**config.mk**
```make
export PLATFORM = sky130hd
export DESIGN_NAME = occupancy_word_diff_to_cells_flat
export DESIGN_NICKNAME = d
export VERILOG_FILES = /design/src/rtl/core/occ_pkg.sv /design/src/rtl/core/occ_if.sv /design/src/rtl/core/occ_front.sv /design/src/rtl/core/occ_queue.sv /design/src/rtl/core/occ_back.sv /design/src/rtl/core/occupancy_word_diff_to_cells.sv /design/src/flat_wrapper.sv
export SDC_FILE = /design/constraint.sdc
export NUM_CORES = 1
export LEC_CHECK = 0
export BUFFER_PORTS_ARGS = -buffer_cell sky130_fd_sc_hd__buf_2
export CAP_MARGIN = 20
export CORE_ASPECT_RATIO = 1.4
export CORE_MARGIN = 8
export CORE_UTILIZATION = 55
export CTS_CLUSTER_DIAMETER = 150
export CTS_CLUSTER_SIZE = 12
export DETAILED_ROUTE_END_ITERATION = 6
export GPL_TIMING_DRIVEN = 0
export HOLD_SLACK_MARGIN = 0.12
export PLACE_DENSITY = 0.74
export SLEW_MARGIN = 20
export SYNTH_ARGS = -nofsm -noshare
export SYNTH_HDL_FRONTEND = slang
export SYNTH_HIERARCHICAL = 1
export SYNTH_SLANG_ARGS = --single-unit
```
**constraint.sdc**
```tcl
create_clock -name clock -period 12.8 [get_ports clock]
set_clock_uncertainty 0.1 [all_clocks]
set_input_delay 3.84 -clock clock [delete_from_list [all_inputs] [get_ports clock]]
set_output_delay 3.84 -clock clock [all_outputs]
set_load 0.005 [all_outputs]
```
**src/rtl/core/occ_pkg.sv**
```systemverilog
// ----------------------------------------------------------------------------
// occ_pkg
// Shared constants, types and helpers of the occupancy word difference block.
// ----------------------------------------------------------------------------
package occ_pkg;

   localparam int CHUNK_EDGE_LOG2 = 4;
   localparam int CHUNK_EDGE      = 1 << CHUNK_EDGE_LOG2;
   localparam int WORDS_PER_CHUNK = 64;
   localparam int CELL_COUNT      = CHUNK_EDGE * CHUNK_EDGE * CHUNK_EDGE;

   localparam int WORD_W     = 64;
   localparam int POS_W      = 6;
   localparam int WORD_NUM_W = 6;
   localparam int BIT_W      = WORD_NUM_W + POS_W;
   localparam int BIT_CMP_W  = BIT_W + 1;
   localparam int CHUNK_W    = 12;
   localparam int COORD_W    = 16;
   localparam int COUNT_W    = 17;
   localparam int LIMIT_W    = 16;

   localparam int CSR_IDX_W  = 3;
   localparam int CSR_DATA_W = 16;

   localparam int QUEUE_DEPTH = 2;
   localparam int QPTR_W      = $clog2(QUEUE_DEPTH);
   localparam int QCNT_W      = $clog2(QUEUE_DEPTH + 1);

   localparam logic [LIMIT_W-1:0] LIMIT_RESET = LIMIT_W'(4096);

   typedef enum logic [CSR_IDX_W-1:0] {
      REG_MIN_X = 3'd0,
      REG_MAX_X = 3'd1,
      REG_MIN_Y = 3'd2,
      REG_MAX_Y = 3'd3,
      REG_MIN_Z = 3'd4,
      REG_MAX_Z = 3'd5,
      REG_LIMIT = 3'd6
   } occ_reg_type;

   typedef struct packed {
      logic signed [COORD_W-1:0] min_x;
      logic signed [COORD_W-1:0] max_x;
      logic signed [COORD_W-1:0] min_y;
      logic signed [COORD_W-1:0] max_y;
      logic signed [COORD_W-1:0] min_z;
      logic signed [COORD_W-1:0] max_z;
      logic [LIMIT_W-1:0]        change_limit;
   } occ_cfg_type;

   // One classified item: candidate bits already limited to the chunk.
   typedef struct packed {
      logic                      first;
      logic signed [CHUNK_W-1:0] chunk_x;
      logic signed [CHUNK_W-1:0] chunk_y;
      logic signed [CHUNK_W-1:0] chunk_z;
      logic [WORD_NUM_W-1:0]     word_number;
      logic [WORD_W-1:0]         mask;
   } occ_entry_type;

   typedef struct packed {
      logic busy;
      logic stopped;
   } occ_status_type;

   // chunk * edge + local offset along one axis
   function automatic logic signed [COORD_W-1:0] cell_coord(
      input logic signed [CHUNK_W-1:0]  chunk,
      input logic [CHUNK_EDGE_LOG2-1:0] local_pos
   );
      logic [COORD_W-1:0] base;
      base = {{(COORD_W-CHUNK_W){chunk[CHUNK_W-1]}}, chunk};
      return (base << CHUNK_EDGE_LOG2) + COORD_W'(local_pos);
   endfunction

endpackage

```
**src/rtl/core/occ_if.sv**
```systemverilog
// ----------------------------------------------------------------------------
// occ_if
// Valid/ready channels: word pair items in, changed cell items out.
// ----------------------------------------------------------------------------
interface occ_req_if import occ_pkg::*; ();
   logic                      valid;
   logic                      ready;
   logic                      first_of_diff;
   logic signed [CHUNK_W-1:0] chunk_x;
   logic signed [CHUNK_W-1:0] chunk_y;
   logic signed [CHUNK_W-1:0] chunk_z;
   logic [WORD_NUM_W-1:0]     word_number;
   logic [WORD_W-1:0]         old_bits;
   logic [WORD_W-1:0]         new_bits;

   modport source (
      output valid, first_of_diff, chunk_x, chunk_y, chunk_z, word_number,
             old_bits, new_bits,
      input  ready
   );
   modport sink (
      input  valid, first_of_diff, chunk_x, chunk_y, chunk_z, word_number,
             old_bits, new_bits,
      output ready
   );
endinterface

interface occ_rsp_if import occ_pkg::*; ();
   logic                      valid;
   logic                      ready;
   logic signed [COORD_W-1:0] cell_x;
   logic signed [COORD_W-1:0] cell_y;
   logic signed [COORD_W-1:0] cell_z;
   logic                      last_of_item;
   logic                      limit_passed;

   modport source (
      output valid, cell_x, cell_y, cell_z, last_of_item, limit_passed,
      input  ready
   );
   modport sink (
      input  valid, cell_x, cell_y, cell_z, last_of_item, limit_passed,
      output ready
   );
endinterface

```
**src/rtl/core/occ_front.sv**
```systemverilog
// ----------------------------------------------------------------------------
// occ_front
// Accepts word pair items, XORs them and keeps only bits inside the chunk.
// ----------------------------------------------------------------------------
module occ_front import occ_pkg::*; (
   occ_req_if.sink        req,
   output logic           push_valid,
   input  logic           push_ready,
   output occ_entry_type  push_entry
);

   logic [WORD_W-1:0] diff;
   logic [WORD_W-1:0] in_chunk;
   logic              word_ok;

   always_comb begin
      diff    = req.old_bits ^ req.new_bits;
      word_ok = {1'b0, req.word_number} < (WORD_NUM_W + 1)'(WORDS_PER_CHUNK);
      for (int p = 0; p < WORD_W; p++) begin
         in_chunk[p] = {1'b0, req.word_number, POS_W'(p)} < BIT_CMP_W'(CELL_COUNT);
      end
   end

   always_comb begin
      push_entry.first       = req.first_of_diff;
      push_entry.chunk_x     = req.chunk_x;
      push_entry.chunk_y     = req.chunk_y;
      push_entry.chunk_z     = req.chunk_z;
      push_entry.word_number = req.word_number;
      push_entry.mask        = word_ok ? (diff & in_chunk) : '0;
   end

   assign push_valid = req.valid;
   assign req.ready  = push_ready;

endmodule

```
**src/rtl/core/occ_queue.sv**
```systemverilog
// ----------------------------------------------------------------------------
// occ_queue
// Short FIFO of classified items between the front and the bit walker.
// ----------------------------------------------------------------------------
module occ_queue import occ_pkg::*; (
   input  logic          clock,
   input  logic          reset,
   input  logic          push_valid,
   output logic          push_ready,
   input  occ_entry_type push_entry,
   output logic          pop_valid,
   input  logic          pop_ready,
   output occ_entry_type pop_entry
);

   occ_entry_type     slot_ff [QUEUE_DEPTH];
   logic [QPTR_W-1:0] wr_ptr_ff, wr_ptr_in;
   logic [QPTR_W-1:0] rd_ptr_ff, rd_ptr_in;
   logic [QCNT_W-1:0] fill_ff, fill_in;
   logic              push, pop;

   assign push_ready = fill_ff != QCNT_W'(QUEUE_DEPTH);
   assign pop_valid  = fill_ff != '0;
   assign push       = push_valid && push_ready;
   assign pop        = pop_valid && pop_ready;
   assign pop_entry  = slot_ff[rd_ptr_ff];

   always_comb begin
      wr_ptr_in = wr_ptr_ff;
      rd_ptr_in = rd_ptr_ff;
      fill_in   = fill_ff;
      if (push) begin
         wr_ptr_in = (wr_ptr_ff == QPTR_W'(QUEUE_DEPTH - 1)) ? '0 : wr_ptr_ff + 1'b1;
      end
      if (pop) begin
         rd_ptr_in = (rd_ptr_ff == QPTR_W'(QUEUE_DEPTH - 1)) ? '0 : rd_ptr_ff + 1'b1;
      end
      if (push && !pop) begin
         fill_in = fill_ff + 1'b1;
      end else if (pop && !push) begin
         fill_in = fill_ff - 1'b1;
      end
   end

   always_ff @(posedge clock) begin
      if (reset) begin
         wr_ptr_ff <= '0;
         rd_ptr_ff <= '0;
         fill_ff   <= '0;
      end else begin
         wr_ptr_ff <= wr_ptr_in;
         rd_ptr_ff <= rd_ptr_in;
         fill_ff   <= fill_in;
      end
   end

   always_ff @(posedge clock) begin
      if (push) begin
         slot_ff[wr_ptr_ff] <= push_entry;
      end
   end

endmodule

```
**src/rtl/core/occ_back.sv**
```systemverilog
// ----------------------------------------------------------------------------
// occ_back
// Walks the changed bits one per cycle while the result register can advance,
// tests the box, counts against the limit and drives the result register.
// One cell is held back so that the last cell of an item can be marked.
// ----------------------------------------------------------------------------
module occ_back import occ_pkg::*; (
   input  logic           clock,
   input  logic           reset,
   input  occ_cfg_type    cfg,
   input  logic           pop_valid,
   output logic           pop_ready,
   input  occ_entry_type  pop_entry,
   occ_rsp_if.source      rsp,
   output occ_status_type status
);

   // control
   logic               busy_ff, busy_in;
   logic               cand_valid_ff, cand_valid_in;
   logic               pend_valid_ff, pend_valid_in;
   logic               out_valid_ff, out_valid_in;
   logic               stopped_ff, stopped_in;
   logic [COUNT_W-1:0] count_ff, count_in;
   logic [WORD_W-1:0]  mask_ff, mask_in;

   // payload
   logic signed [CHUNK_W-1:0] chunk_x_ff, chunk_x_in;
   logic signed [CHUNK_W-1:0] chunk_y_ff, chunk_y_in;
   logic signed [CHUNK_W-1:0] chunk_z_ff, chunk_z_in;
   logic [WORD_NUM_W-1:0]     word_ff, word_in;
   logic [POS_W-1:0]          cand_pos_ff, cand_pos_in;
   logic signed [COORD_W-1:0] pend_x_ff, pend_x_in;
   logic signed [COORD_W-1:0] pend_y_ff, pend_y_in;
   logic signed [COORD_W-1:0] pend_z_ff, pend_z_in;
   logic                      pend_limit_ff, pend_limit_in;
   logic signed [COORD_W-1:0] out_x_ff, out_x_in;
   logic signed [COORD_W-1:0] out_y_ff, out_y_in;
   logic signed [COORD_W-1:0] out_z_ff, out_z_in;
   logic                      out_last_ff, out_last_in;
   logic                      out_limit_ff, out_limit_in;

   logic                      advance, load, hit, passed, ending;
   logic [WORD_W-1:0]         lowest;
   logic [POS_W-1:0]          pick_pos;
   logic [BIT_W-1:0]          bit_idx;
   logic signed [COORD_W-1:0] cx, cy, cz;
   logic [COUNT_W-1:0]        count_inc;

   assign advance   = !out_valid_ff || rsp.ready;
   assign pop_ready = advance && !busy_ff;
   assign load      = pop_ready && pop_valid;

   // lowest set bit of what is left
   always_comb begin
      lowest   = mask_ff & (~mask_ff + WORD_W'(1));
      pick_pos = '0;
      for (int p = 0; p < WORD_W; p++) begin
         if (lowest[p]) begin
            pick_pos = pick_pos | POS_W'(p);
         end
      end
   end

   assign bit_idx = {word_ff, cand_pos_ff};
   assign cx = cell_coord(chunk_x_ff, bit_idx[CHUNK_EDGE_LOG2-1:0]);
   assign cy = cell_coord(chunk_y_ff, bit_idx[2*CHUNK_EDGE_LOG2-1:CHUNK_EDGE_LOG2]);
   assign cz = cell_coord(chunk_z_ff, CHUNK_EDGE_LOG2'(bit_idx >> (2 * CHUNK_EDGE_LOG2)));

   assign hit = cand_valid_ff
                && cx >= cfg.min_x && cx <= cfg.max_x
                && cy >= cfg.min_y && cy <= cfg.max_y
                && cz >= cfg.min_z && cz <= cfg.max_z;

   assign count_inc = count_ff + COUNT_W'(1);
   assign passed    = count_inc > COUNT_W'(cfg.change_limit);
   assign ending    = busy_ff && (mask_ff == '0) && !cand_valid_ff;

   always_comb begin
      logic stopped_eff;
      busy_in       = busy_ff;
      cand_valid_in = cand_valid_ff;
      pend_valid_in = pend_valid_ff;
      out_valid_in  = out_valid_ff;
      stopped_in    = stopped_ff;
      count_in      = count_ff;
      mask_in       = mask_ff;
      chunk_x_in    = chunk_x_ff;
      chunk_y_in    = chunk_y_ff;
      chunk_z_in    = chunk_z_ff;
      word_in       = word_ff;
      cand_pos_in   = cand_pos_ff;
      pend_x_in     = pend_x_ff;
      pend_y_in     = pend_y_ff;
      pend_z_in     = pend_z_ff;
      pend_limit_in = pend_limit_ff;
      out_x_in      = out_x_ff;
      out_y_in      = out_y_ff;
      out_z_in      = out_z_ff;
      out_last_in   = out_last_ff;
      out_limit_in  = out_limit_ff;
      stopped_eff   = stopped_ff;

      if (advance) begin
         out_valid_in = 1'b0;
         if (load) begin
            if (pop_entry.first) begin
               count_in    = '0;
               stopped_in  = 1'b0;
               stopped_eff = 1'b0;
            end
            mask_in       = stopped_eff ? '0 : pop_entry.mask;
            busy_in       = !stopped_eff && (pop_entry.mask != '0);
            cand_valid_in = 1'b0;
            chunk_x_in    = pop_entry.chunk_x;
            chunk_y_in    = pop_entry.chunk_y;
            chunk_z_in    = pop_entry.chunk_z;
            word_in       = pop_entry.word_number;
         end else if (busy_ff) begin
            // box test and count of the candidate picked on the previous advance
            if (hit) begin
               count_in = count_inc;
               if (pend_valid_ff) begin
                  out_valid_in = 1'b1;
                  out_x_in     = pend_x_ff;
                  out_y_in     = pend_y_ff;
                  out_z_in     = pend_z_ff;
                  out_last_in  = 1'b0;
                  out_limit_in = pend_limit_ff;
               end
               pend_valid_in = 1'b1;
               pend_x_in     = cx;
               pend_y_in     = cy;
               pend_z_in     = cz;
               pend_limit_in = passed;
               if (passed) begin
                  stopped_in = 1'b1;
               end
            end
            // pick the next bit, or drop the rest once the limit is passed
            if (hit && passed) begin
               mask_in       = '0;
               cand_valid_in = 1'b0;
            end else begin
               cand_valid_in = mask_ff != '0;
               cand_pos_in   = pick_pos;
               mask_in       = mask_ff & ~lowest;
            end
            if (ending) begin
               out_valid_in  = pend_valid_ff;
               out_x_in      = pend_x_ff;
               out_y_in      = pend_y_ff;
               out_z_in      = pend_z_ff;
               out_last_in   = 1'b1;
               out_limit_in  = pend_limit_ff;
               pend_valid_in = 1'b0;
               busy_in       = 1'b0;
            end
         end
      end
   end

   always_ff @(posedge clock) begin
      if (reset) begin
         busy_ff       <= 1'b0;
         cand_valid_ff <= 1'b0;
         pend_valid_ff <= 1'b0;
         out_valid_ff  <= 1'b0;
         stopped_ff    <= 1'b0;
         count_ff      <= '0;
         mask_ff       <= '0;
      end else begin
         busy_ff       <= busy_in;
         cand_valid_ff <= cand_valid_in;
         pend_valid_ff <= pend_valid_in;
         out_valid_ff  <= out_valid_in;
         stopped_ff    <= stopped_in;
         count_ff      <= count_in;
         mask_ff       <= mask_in;
      end
   end

   always_ff @(posedge clock) begin
      chunk_x_ff    <= chunk_x_in;
      chunk_y_ff    <= chunk_y_in;
      chunk_z_ff    <= chunk_z_in;
      word_ff       <= word_in;
      cand_pos_ff   <= cand_pos_in;
      pend_x_ff     <= pend_x_in;
      pend_y_ff     <= pend_y_in;
      pend_z_ff     <= pend_z_in;
      pend_limit_ff <= pend_limit_in;
      out_x_ff      <= out_x_in;
      out_y_ff      <= out_y_in;
      out_z_ff      <= out_z_in;
      out_last_ff   <= out_last_in;
      out_limit_ff  <= out_limit_in;
   end

   assign rsp.valid        = out_valid_ff;
   assign rsp.cell_x       = out_x_ff;
   assign rsp.cell_y       = out_y_ff;
   assign rsp.cell_z       = out_z_ff;
   assign rsp.last_of_item = out_last_ff;
   assign rsp.limit_passed = out_limit_ff;

   assign status.busy    = busy_ff;
   assign status.stopped = stopped_ff;

endmodule

```
**src/rtl/core/occupancy_word_diff_to_cells.sv**
```systemverilog
// Walk: the walker takes one differing bit per cycle while the result register
//   can advance; each cell is held one step to mark the last, and a new item is
//   taken only once the walk of the one before it is done.
// Reset: synchronous, active high; clears the queue, walker, count, stop
//   flag and registers (bounds 0, change_limit 4096).
// ----------------------------------------------------------------------------
// occupancy_word_diff_to_cells
// Turns the XOR of two occupancy words into a stream of changed cells inside
// a bounding box, with a per-diff cap on the number of cells.
// ----------------------------------------------------------------------------
module occupancy_word_diff_to_cells import occ_pkg::*; (
   input  logic                  clock,
   input  logic                  reset,
   occ_req_if.sink               req,
   occ_rsp_if.source             rsp,
   input  logic                  csr_write_enable,
   input  logic [CSR_IDX_W-1:0]  csr_index,
   input  logic [CSR_DATA_W-1:0] csr_write_data
);

   occ_cfg_type    cfg_ff, cfg_in;
   logic           push_valid, push_ready;
   occ_entry_type  push_entry;
   logic           pop_valid, pop_ready;
   occ_entry_type  pop_entry;
   occ_status_type back_status;

   always_comb begin
      cfg_in = cfg_ff;
      if (csr_write_enable) begin
         case (csr_index)
            REG_MIN_X: cfg_in.min_x        = csr_write_data;
            REG_MAX_X: cfg_in.max_x        = csr_write_data;
            REG_MIN_Y: cfg_in.min_y        = csr_write_data;
            REG_MAX_Y: cfg_in.max_y        = csr_write_data;
            REG_MIN_Z: cfg_in.min_z        = csr_write_data;
            REG_MAX_Z: cfg_in.max_z        = csr_write_data;
            REG_LIMIT: cfg_in.change_limit = csr_write_data;
            default:   cfg_in              = cfg_ff;
         endcase
      end
   end

   always_ff @(posedge clock) begin
      if (reset) begin
         cfg_ff.min_x        <= '0;
         cfg_ff.max_x        <= '0;
         cfg_ff.min_y        <= '0;
         cfg_ff.max_y        <= '0;
         cfg_ff.min_z        <= '0;
         cfg_ff.max_z        <= '0;
         cfg_ff.change_limit <= LIMIT_RESET;
      end else begin
         cfg_ff <= cfg_in;
      end
   end

   occ_front u_front (
      .req        (req),
      .push_valid (push_valid),
      .push_ready (push_ready),
      .push_entry (push_entry)
   );

   occ_queue u_queue (
      .clock      (clock),
      .reset      (reset),
      .push_valid (push_valid),
      .push_ready (push_ready),
      .push_entry (push_entry),
      .pop_valid  (pop_valid),
      .pop_ready  (pop_ready),
      .pop_entry  (pop_entry)
   );

   occ_back u_back (
      .clock     (clock),
      .reset     (reset),
      .cfg       (cfg_ff),
      .pop_valid (pop_valid),
      .pop_ready (pop_ready),
      .pop_entry (pop_entry),
      .rsp       (rsp),
      .status    (back_status)
   );

   a_limit_is_last: assert property (@(posedge clock) disable iff (reset)
      rsp.valid && rsp.limit_passed |-> rsp.last_of_item)
      else $error("limit cell not marked last");

   a_limit_sets_stop: assert property (@(posedge clock) disable iff (reset)
      rsp.valid && rsp.limit_passed |-> back_status.stopped)
      else $error("limit cell shown without stop flag");

   a_reset_idle: assert property (@(posedge clock)
      reset |=> !rsp.valid && !back_status.busy)
      else $error("walker or result not idle after reset");

   a_idle_no_cell: assert property (@(posedge clock) disable iff (reset)
      !back_status.busy && !rsp.valid |=> !rsp.valid)
      else $error("cell produced while walker idle");

endmodule

```
**src/flat_wrapper.sv**
```systemverilog
// flat-port wrapper written by rule: the top's interface ports become plain ports
module occupancy_word_diff_to_cells_flat import occ_pkg::*;
  (clock, reset, csr_write_enable, csr_index, csr_write_data, req_valid, req_first_of_diff, req_chunk_x, req_chunk_y, req_chunk_z, req_word_number, req_old_bits, req_new_bits, req_ready, rsp_valid, rsp_cell_x, rsp_cell_y, rsp_cell_z, rsp_last_of_item, rsp_limit_passed, rsp_ready);
  occ_req_if req_i ();
  occ_rsp_if rsp_i ();
  input  logic clock;
  input  logic reset;
  input  logic csr_write_enable;
  input  logic [CSR_IDX_W-1:0] csr_index;
  input  logic [CSR_DATA_W-1:0] csr_write_data;
  input wire logic [$bits(req_i.valid)-1:0] req_valid;
  input wire logic [$bits(req_i.first_of_diff)-1:0] req_first_of_diff;
  input wire logic [$bits(req_i.chunk_x)-1:0] req_chunk_x;
  input wire logic [$bits(req_i.chunk_y)-1:0] req_chunk_y;
  input wire logic [$bits(req_i.chunk_z)-1:0] req_chunk_z;
  input wire logic [$bits(req_i.word_number)-1:0] req_word_number;
  input wire logic [$bits(req_i.old_bits)-1:0] req_old_bits;
  input wire logic [$bits(req_i.new_bits)-1:0] req_new_bits;
  output wire logic [$bits(req_i.ready)-1:0] req_ready;
  output wire logic [$bits(rsp_i.valid)-1:0] rsp_valid;
  output wire logic [$bits(rsp_i.cell_x)-1:0] rsp_cell_x;
  output wire logic [$bits(rsp_i.cell_y)-1:0] rsp_cell_y;
  output wire logic [$bits(rsp_i.cell_z)-1:0] rsp_cell_z;
  output wire logic [$bits(rsp_i.last_of_item)-1:0] rsp_last_of_item;
  output wire logic [$bits(rsp_i.limit_passed)-1:0] rsp_limit_passed;
  input wire logic [$bits(rsp_i.ready)-1:0] rsp_ready;
  assign req_i.valid = req_valid;
  assign req_i.first_of_diff = req_first_of_diff;
  assign req_i.chunk_x = req_chunk_x;
  assign req_i.chunk_y = req_chunk_y;
  assign req_i.chunk_z = req_chunk_z;
  assign req_i.word_number = req_word_number;
  assign req_i.old_bits = req_old_bits;
  assign req_i.new_bits = req_new_bits;
  assign req_ready = req_i.ready;
  assign rsp_valid = rsp_i.valid;
  assign rsp_cell_x = rsp_i.cell_x;
  assign rsp_cell_y = rsp_i.cell_y;
  assign rsp_cell_z = rsp_i.cell_z;
  assign rsp_last_of_item = rsp_i.last_of_item;
  assign rsp_limit_passed = rsp_i.limit_passed;
  assign rsp_i.ready = rsp_ready;
  occupancy_word_diff_to_cells u_core (.clock(clock), .reset(reset), .req(req_i), .rsp(rsp_i), .csr_write_enable(csr_write_enable), .csr_index(csr_index), .csr_write_data(csr_write_data));
endmodule
```
* Word level (Yosys, flattened, before mapping)
Memories as Yosys holds them, arrays and structs flattened. A register that Yosys moved wholly into a read port is not among the register bits.
Cells that the tools add are included.
** Storage, ports and cells
- Register bits after elaboration :: 349
- RAM bits :: 214
- Input port bits :: 195
- Output and inout bits :: 52
- Logic and storage cells :: 440
- Memories kept :: 1
** Memories
- u_core.u_queue.slot_ff :: words 2, bits a word 107, read ports 1, clocked after memory_dff 1, wr ports 1, line occ_queue.sv:16 : occ_entry_type slot_ff [QUEUE_DEPTH];
** Cells by class
- $add $sub $neg :: 9
- $lt $le $gt $ge :: 7
- Equality and inequality tests :: 26
- Muxes and demuxes :: 317
- Bitwise gates (word level) :: 5
- Reduce and logical (&&, ||, !) cells :: 44
** Operator list (number)
- $mux W16 :: 95
- $mux W64 :: 10
- $mux W6 :: 43
- $mux W17 :: 12
- $and A64 B64 Y64 :: 2
- $not A64 Y64 :: 2
- $reduce_bool A64 Y1 :: 2
- $mux W1 :: 118
- $mux W5 :: 16
- $mux W12 :: 6
- $add A64 B1 Y64 const B :: 1
- $logic_not A64 Y1 :: 1
- $xor A64 B64 Y64 :: 1
- $add A16 B4 Y16 :: 3
- $ge A16 B16 Y1 :: 3
- $le A16 B16 Y1 :: 3
- $mux W4 :: 8
- $reduce_and A4 Y1 :: 5
- $ne A2 B1 Y1 const B :: 9
- $reduce_and A2 Y1 :: 9
- $add A17 B1 Y17 const B :: 1
- $gt A17 B16 Y1 :: 1
- $logic_and A1 B1 Y1 :: 15
- $mux W3 :: 4
- other kinds (16) :: 38

* Depth between registers and ports, before layout
Gate-level depths: netlist (run 1).
- Depth after elaboration :: 75
- Depth in mapped cells :: 19
- Depth with buffers taken out :: 17

* By module
The synthesis (run 1) kept the hierarchy.
** Modules (own cells, without submodules)
- occ_back :: times used 1, cells an instance 1269, area each 12592.1 sq um, sequential area each 6135.9 sq um
- occ_queue :: times used 1, cells an instance 357, area each 8057.7 sq um, sequential area each 6526.3 sq um
- occupancy_word_diff_to_cells :: times used 1, cells an instance 389, area each 4391.7 sq um, sequential area each 2242.2 sq um
- occ_front :: times used 1, cells an instance 109, area each 898.4 sq um, sequential area each 0.0 sq um

* Worst setup path before layout (run 1)
Ideal clock, no wire load.
- Path kind :: in2reg
- From :: input port rsp_ready
- To :: register u_core.u_back.out_x_ff[0] (netlist: u_core/u_back/rsp.cell_x[0]) (enable)
- Library setup time :: 0.406 ns
- Arrival :: 7.219 ns
- Data required time :: 12.294 ns
- Setup slack :: 5.075 ns
- Stages :: 5
- Path buffers :: 1
- Cells stage by stage :: nand2b_1 > nand2_1 > nor4_1 > clkbuf_1 > a21o_1
** On the way
- Longest elaborated chain between the ends :: 5
- Elaborated cells on any way between the ends :: 8
- Classes of those cells :: eq/ne: 4; reduce/logical: 4
** RTL lines
- start, declared :: line flat_wrapper.sv:26 : input wire logic [$bits(rsp_i.ready)-1:0] rsp_ready;
- $logic_or A1 B1 Y1 (*) :: line occ_back.sv:50 : assign advance = !out_valid_ff || rsp.ready;
- $logic_and A1 B1 Y1 :: line occ_back.sv:51 : assign pop_ready = advance && !busy_ff;
- $logic_and A1 B1 Y1 :: line occ_back.sv:52 : assign load = pop_ready && pop_valid;
- $ne A2 B2 Y1 (no source line)
- $reduce_and A5 Y1 (no source line) (*)
- end signal, assigned :: line occ_back.sv:193 : out_x_ff <= out_x_in;
- end, declared :: line occ_back.sv:37 : logic signed [COORD_W-1:0] out_x_ff, out_x_in;
Mark *: on every way between the ends. The rest lies on a longest branch, timed or not.
A chain may end at the register's enable or synchronous reset.

* Final worst setup path (run 1)
- From :: input port rsp_ready
- To :: register u_core.u_back.mask_ff[3]
** On the way
- Longest elaborated chain between the ends :: 5
- Elaborated cells on any way between the ends :: 7
- Classes of those cells :: eq/ne: 1; mux: 2; reduce/logical: 4
** RTL lines
- $logic_or A1 B1 Y1 (*) :: line occ_back.sv:50
- $logic_and A1 B1 Y1 (*) :: line occ_back.sv:51
- net u_core.pop_ready :: line occupancy_word_diff_to_cells.sv:24 : logic pop_valid, pop_ready;
- $logic_and A1 B1 Y1 (*) :: line occ_back.sv:52
- $ne A3 B2 Y1 (no source line) or $mux W64 (tied branches)
- $reduce_and A2 Y1 (no source line) or $mux W64 (tied branches)
- end signal, assigned :: line occ_back.sv:179 : mask_ff <= mask_in;
- end, declared :: line occ_back.sv:25 : logic [WORD_W-1:0] mask_ff, mask_in;
Mark *: on every way through the listed nets, which the timed path passes. The rest lies on a longest branch. The select of a mux whose other input is x is not followed.

==> results of run 1 <==
[final timing paths]
path	startpoint	end	depth (start not counted)
worst min register to register	u_core/u_back/pend_y_ff[4]$_DFFE_PP_	u_core/u_back/rsp.cell_y[4]$_DFFE_PP_	0
worst max-delay path	rsp_ready	u_core/u_back/mask_ff[3]$_SDFFE_PP0P_	10
worst max register to register	u_core/u_back/count_ff[0]$_SDFFE_PP0P_	u_core/u_back/mask_ff[3]$_SDFFE_PP0P_	17
worst min-delay path	u_core/u_back/pend_y_ff[4]$_DFFE_PP_	u_core/u_back/rsp.cell_y[4]$_DFFE_PP_	0
[critical path, stage by stage]
cell and delay (ns):
buf_2 0.09, nand2b_1 0.27, and2_1 0.27, nand2_1 0.15, inv_4 0.28, a21oi_1 0.72
clkbuf_1 0.74, clkbuf_1 0.65, o311ai_0 0.29, a21oi_1 0.20
[metal layers]
| layer | GRT usage [%] | vias to the layer above | share of wire (%) |
|---|---|---|---|
| met5 | 0 | - | 0 |
| met4 | 11.8 | 0 | 5.1 |
| met3 | 3.48 | 186 | 5.0 |
| met2 | 44.4 | 585 | 53 |
| met1 | 26.6 | 8606 | 37 |
| li1 | - | 8307 | - |
[final cells by class]
| cell class | count | area [um2] |
|---|---|---|
| diodes | 2 | 5.00 |
| plain buffers | 132 | 764 |
| clock buffers | 92 | 1450 |
| clock inverters | 2 | 25.0 |
| fillers | 3721 | 17500 |
| inverters | 145 | 552 |
| multi-input cells | 1281 | 9730 |
| flip-flops and latches | 564 | 14900 |
| well taps | 624 | 781 |
| repair buffers | 207 | 1130 |
[power by group]
part           switching (uW)  total, uW  internal, uW
combinational            1450       2280           831
sequential                227       2520          2290
clock                     638       1400           762
[state kept, by name (all words and copies together) (netlist names), 2 cells and up, named ones only]
register and count:
u_core/u_queue/slot_ff 214, u_core/u_back/cand_pos_ff 6, u_core/u_back/chunk_z_ff 12, u_core/u_back/rsp.cell_z 16
u_core/u_queue/fill_ff 2, u_core/u_back/word_ff 6, u_core/u_back/count_ff 17, u_core/u_back/mask_ff 64
u_core/u_back/rsp.cell_x 16, u_core/u_back/pend_x_ff 16, u_core/u_back/pend_y_ff 16, u_core/cfg_ff 112
u_core/u_back/pend_z_ff 16, u_core/u_back/chunk_y_ff 12, u_core/u_back/rsp.cell_y 16, u_core/u_back/chunk_x_ff 12
[per-stage QoR]
step           instances  hold WS [ns]  cell area, um2
6_report            3049         0.316           29300
5_1_grt             3047         0.320           29300
4_1_cts             3047         0.313           29300
3_5_place_dp        2953         0.305           27900
3_3_place_gp        2948         0.301           27700
2_1_floorplan       2122         0.300           25900
[cell usage in the layout (no fill, tap or decap), types with 77 or more instances in the layout]
master and n:
clkbuf_1 97, ha_1 114, inv_1 143, mux2_2 77
a21oi_1 147, dfxtp_1 203, edfxtp_1 361, buf_2 221
nand2b_1 136, mux2i_1 114
==> results.cfg, run 1 <==
[synthesis]
synth.cell_area_mm2 = 0.0259
synth.avg_cell_area_um2 = 12.2
syn-num-nets = 2431
synth_warnings = 6
synth_cells = 2122

[hold_path]
min_path_type = flop to flop

[clocking]
cts_buffers = 52
cts_hold_buffers = 0
htreeDepth = 2
root_buffer = clkbuf_16
cts_setup_buffers = 0
cts_sinks = 564
clock_path_buffers = 3
ctsResizeCount = 0
path_clk_slew_ns = 0.06
clk_latency_ns = 0.59
cts_tree = built

[floorplanning]
start_util_pct = 55.4
die_w_um = 199
die_y_um = 273
num_io_pins = 247
die_area_mm2 = 0.0544
core_mm2 = 0.0468
row_count = 94

[sta]
post-route-min-period_ns = 7.12
postLayoutSetupSlackWorst_ns = 5.68
fmax_mhz = 140
grt_setup_unrepaired = false
slew_violations = 0
relSlewSlack_pct = 29.6
tns_ns = 0
setup_viol = 0
fin_crit_sh_pct = 55.6
worst_pin_slew_ns = 1.06
hold_viol = 0

[routing]
drc_errors = 1
drtIter0Drc = 1070
wl_per_cell_um = 21.7
drt_pass1_iterations = 7
drtAntennaViolNets = 0
vias = 17684
wirelength_mm = 66.3
viasPerCell = 5.80

[global_routing]
grt.overflow.total = 0
antenna_found_initial = 0
grt.total_usage_pct = 24.1
grt_max_degree = 73
grt_first_pass_wirelength_mm = 102
grt_pass1_vias = 18609

[power_and_ir_drop]
finalPower_uw = 6200
vdd_ir_drop_max_uv = 131
power.leakage_uw = 0.0111
power_density_mw_per_mm2 = 211

[cells_and_area]
drive_above_1_share_pct = 19.4
fin_util_pct = 62.7
syn_to_final_growth_pct = 13.2
fin_nets = 2692

[placed_design]
hpwl_mm = 49.1
pre_cts_slack_ns = 5.20
portBuffers = 202
routabilityCongestion = 0.968

[setup_path]
worstPathRequired_ns = 13.21
cp.arrival_ns = 7.54
crit_path_start_kind = primary input
crit_fanout = 46
crit_path_end_kind = flop
rrSetupSlack_ns = 6.58
critPathKind = primary input to flop

[status]
violations = DRC
status = finished with violations

[flow_run]
maxCapViolCount = 0
Note: power is estimated with default switching activity, not from simulation.
==> run 2: changes to the inputs <==
--- a/config.mk
+++ b/config.mk
@@ -5,6 +5,7 @@
 export SDC_FILE = /design/constraint.sdc
 export NUM_CORES = 1
 export LEC_CHECK = 0
+export ABC_AREA = 1
 export BUFFER_PORTS_ARGS = -buffer_cell sky130_fd_sc_hd__buf_2
 export CAP_MARGIN = 20
 export CORE_ASPECT_RATIO = 1.4
@@ -15,7 +16,7 @@
 export DETAILED_ROUTE_END_ITERATION = 6
 export GPL_TIMING_DRIVEN = 0
 export HOLD_SLACK_MARGIN = 0.12
-export PLACE_DENSITY = 0.74
+export PLACE_DENSITY = 0.73
 export SLEW_MARGIN = 20
 export SYNTH_ARGS = -nofsm -noshare
 export SYNTH_HDL_FRONTEND = slang
==> constraint.sdc (replaced) <==
create_clock -name clock -period 6.7 [get_ports clock]
set_clock_uncertainty 0.1 [all_clocks]
set_input_delay 2.01 -clock clock [delete_from_list [all_inputs] [get_ports clock]]
set_output_delay 2.01 -clock clock [all_outputs]
set_load 0.005 [all_outputs]
==> run 2 against run 1 <==
Clock-buffer cell count increased by 3; via count increased by 27%; largest cell class unchanged; the run still ends with DRC left; synthesized area increased by 9.6%; critical endpoint is now u_core/u_back/mask_ff[23]$_SDFFE_PP0P_; hold slack improved by 0.0012 ns; final area increased by 9.1%; critical path type unchanged.
==> results.cfg, run 2 <==
[routing]
drtAntennaViolNets = 0
viasPerCell = 5.41
vias = 22407
wl_per_cell_um = 19.1
wirelength_mm = 79.2
drtIter0Drc = 1400
drc_errors = 2
drt_pass1_iterations = 7

[power_and_ir_drop]
power_density_mw_per_mm2 = 381
pwr-share-clk_pct = 22.6
p_switching_uw = 4690
p_comb_share_pct = 37.8
power.leakage_uw = 0.0138
swShare_pct = 38.4
vdd_ir_drop_max_uv = 219
seq_power_share_pct = 39.6
power.internal_uw = 7520

[sta]
postLayoutSetupSlackWorst_ns = 2.32
grt_setup_unrepaired = false
hold_viol = 0
hold_ws_ns = 0.318
fmax_mhz = 228
slew_violations = 0
post-route-min-period_ns = 4.38
fin_crit_sh_pct = 65.4
worst_pin_slew_ns = 0.853
tns_ns = 0
setup_viol = 0
relSlewSlack_pct = 43.1

[setup_path]
cp_num_cells = 8
crit_path_frequent_cell = nor2_1
rr_startpoint = u_core/u_back/count_ff[0]$_SDFFE_PP0P_
cp-startpoint = rsp_ready
crit_fanout = 10
worstReg2RegEnd = u_core/u_back/cand_pos_ff[1]$_SDFFCE_PP1P_
crit_path_end_kind = flop
slowest_delay_ns = 0.71
path_cells = buf_2, nor2_1, nor2_1, nand2_1, clkbuf_1, buf_1, nand3_1, a21oi_1
cp_top_family = buffers and inverters
rrSetupSlack_ns = 2.88
crit_path_start_kind = primary input
cp.arrival_ns = 4.82
worstPathRequired_ns = 7.14
r2r_cells = 19
critPathKind = primary input to flop
slowest_stage = buf_1
endpoint = u_core/u_back/mask_ff[23]$_SDFFE_PP0P_
critPathBufInv = 3

[placed_design]
pre_cts_slack_ns = 1.79
portBuffers = 202
post_dp_cell_area_mm2 = 0.0305
hpwl_mm = 61.5
routabilityCongestion = 0.993

[clocking]
htreeDepth = 2
cts_setup_buffers = 0
clock_path_buffers = 3
ctsResizeCount = 0
cts_buffers = 52
cts_tree = built
path_clk_slew_ns = 0.06
cts_hold_buffers = 0
cts_sinks = 564
root_buffer = clkbuf_16
clk_latency_ns = 0.62

[synthesis]
syn-num-nets = 3493
synth_warnings = 6
synth_cells = 3184
synth.cell_area_mm2 = 0.0284
synth.avg_cell_area_um2 = 8.93

[floorplanning]
core_mm2 = 0.0511
num_io_pins = 247
row_count = 98
start_util_pct = 55.6
die_area_mm2 = 0.0593
die_y_um = 285
die_w_um = 208

[cells_and_area]
syn_to_final_growth_pct = 12.6
final_cell_mix = 661 x nand2_1, 444 x inv_1, 386 x nor2_1, 361 x edfxtp_1, 233 x buf_2
regMostFlops = u_core/u_queue/slot_ff
drive_above_1_share_pct = 15.7
final_area_mm2 = 0.0320
largestRegisters = u_core/u_queue/slot_ff x214, u_core/cfg_ff x112, u_core/u_back/mask_ff x64
layout_commonest_cell = nand2_1
fin_nets = 3759
largest_register_ffs = 214
fin_util_pct = 62.6

[global_routing]
grt_pass1_vias = 22796
antenna_found_initial = 1
grt_first_pass_wirelength_mm = 121
grt_max_degree = 50
grt.total_usage_pct = 25.9
grt.overflow.total = 0

[status]
violations = DRC
status = finished with violations

[hold_path]
min_path_type = flop to flop
hold_path_depth = 0
hp-start = u_core/u_back/pend_y_ff[5]$_DFFE_PP_

[flow_run]
maxCapViolCount = 0
run 2: how the worst min path moves through the flow:
stage / end / slack, ns
2_1_floorplan: u_core/u_back/rsp.cell_x[0]$_DFFE_PP_ / 0.30
3_3_place_gp: u_core/u_back/rsp.cell_z[15]$_DFFE_PP_ / 0.30
3_5_place_dp: u_core/u_back/rsp.cell_y[15]$_DFFE_PP_ / 0.30
4_1_cts: u_core/u_back/rsp.cell_y[5]$_DFFE_PP_ / 0.32
5_1_grt: u_core/u_back/rsp.cell_x[13]$_DFFE_PP_ / 0.32
6_report: u_core/u_back/rsp.cell_y[5]$_DFFE_PP_ / 0.32
run 2: metrics by stage:
step | cells | total power (uW)
floorplan | 3184 | 7980
global placement | 4036 | 9330
detailed placement | 4046 | 9460
CTS | 4144 | 12200
global route | 4144 | 12900
finish | 4145 | 12200
run 2: power by group through the flow:
stage | Combinational [uW] | Sequential [uW] | Clock [uW]
2_1_floorplan | 3210 | 4770 | 0
3_3_place_gp | 4370 | 4950 | 0
3_5_place_dp | 4560 | 4900 | 0
4_1_cts | 4590 | 4830 | 2820
5_1_grt | 5100 | 4890 | 2950
6_report | 4610 | 4840 | 2760
run 2: area by class of cell:
cell class                 count  area (um2)
fill                        4325       19100
sequential                   564       14900
multi-input combinational   2017       10900
inverter                     457        1720
clock buffer                  95        1460
timing repair buffer         212        1210
buffer                       146         902
tap                          650         813
clock inverter                 3        68.8
antenna                        1        2.50
run 2: per-layer routing:
layer / track usage (%) / share of wire (%)
met5: 0 / 0.019
met3: 3.71 / 5.0
met2: 49.7 / 53
met4: 14.2 / 6.0
met1: 26.8 / 36
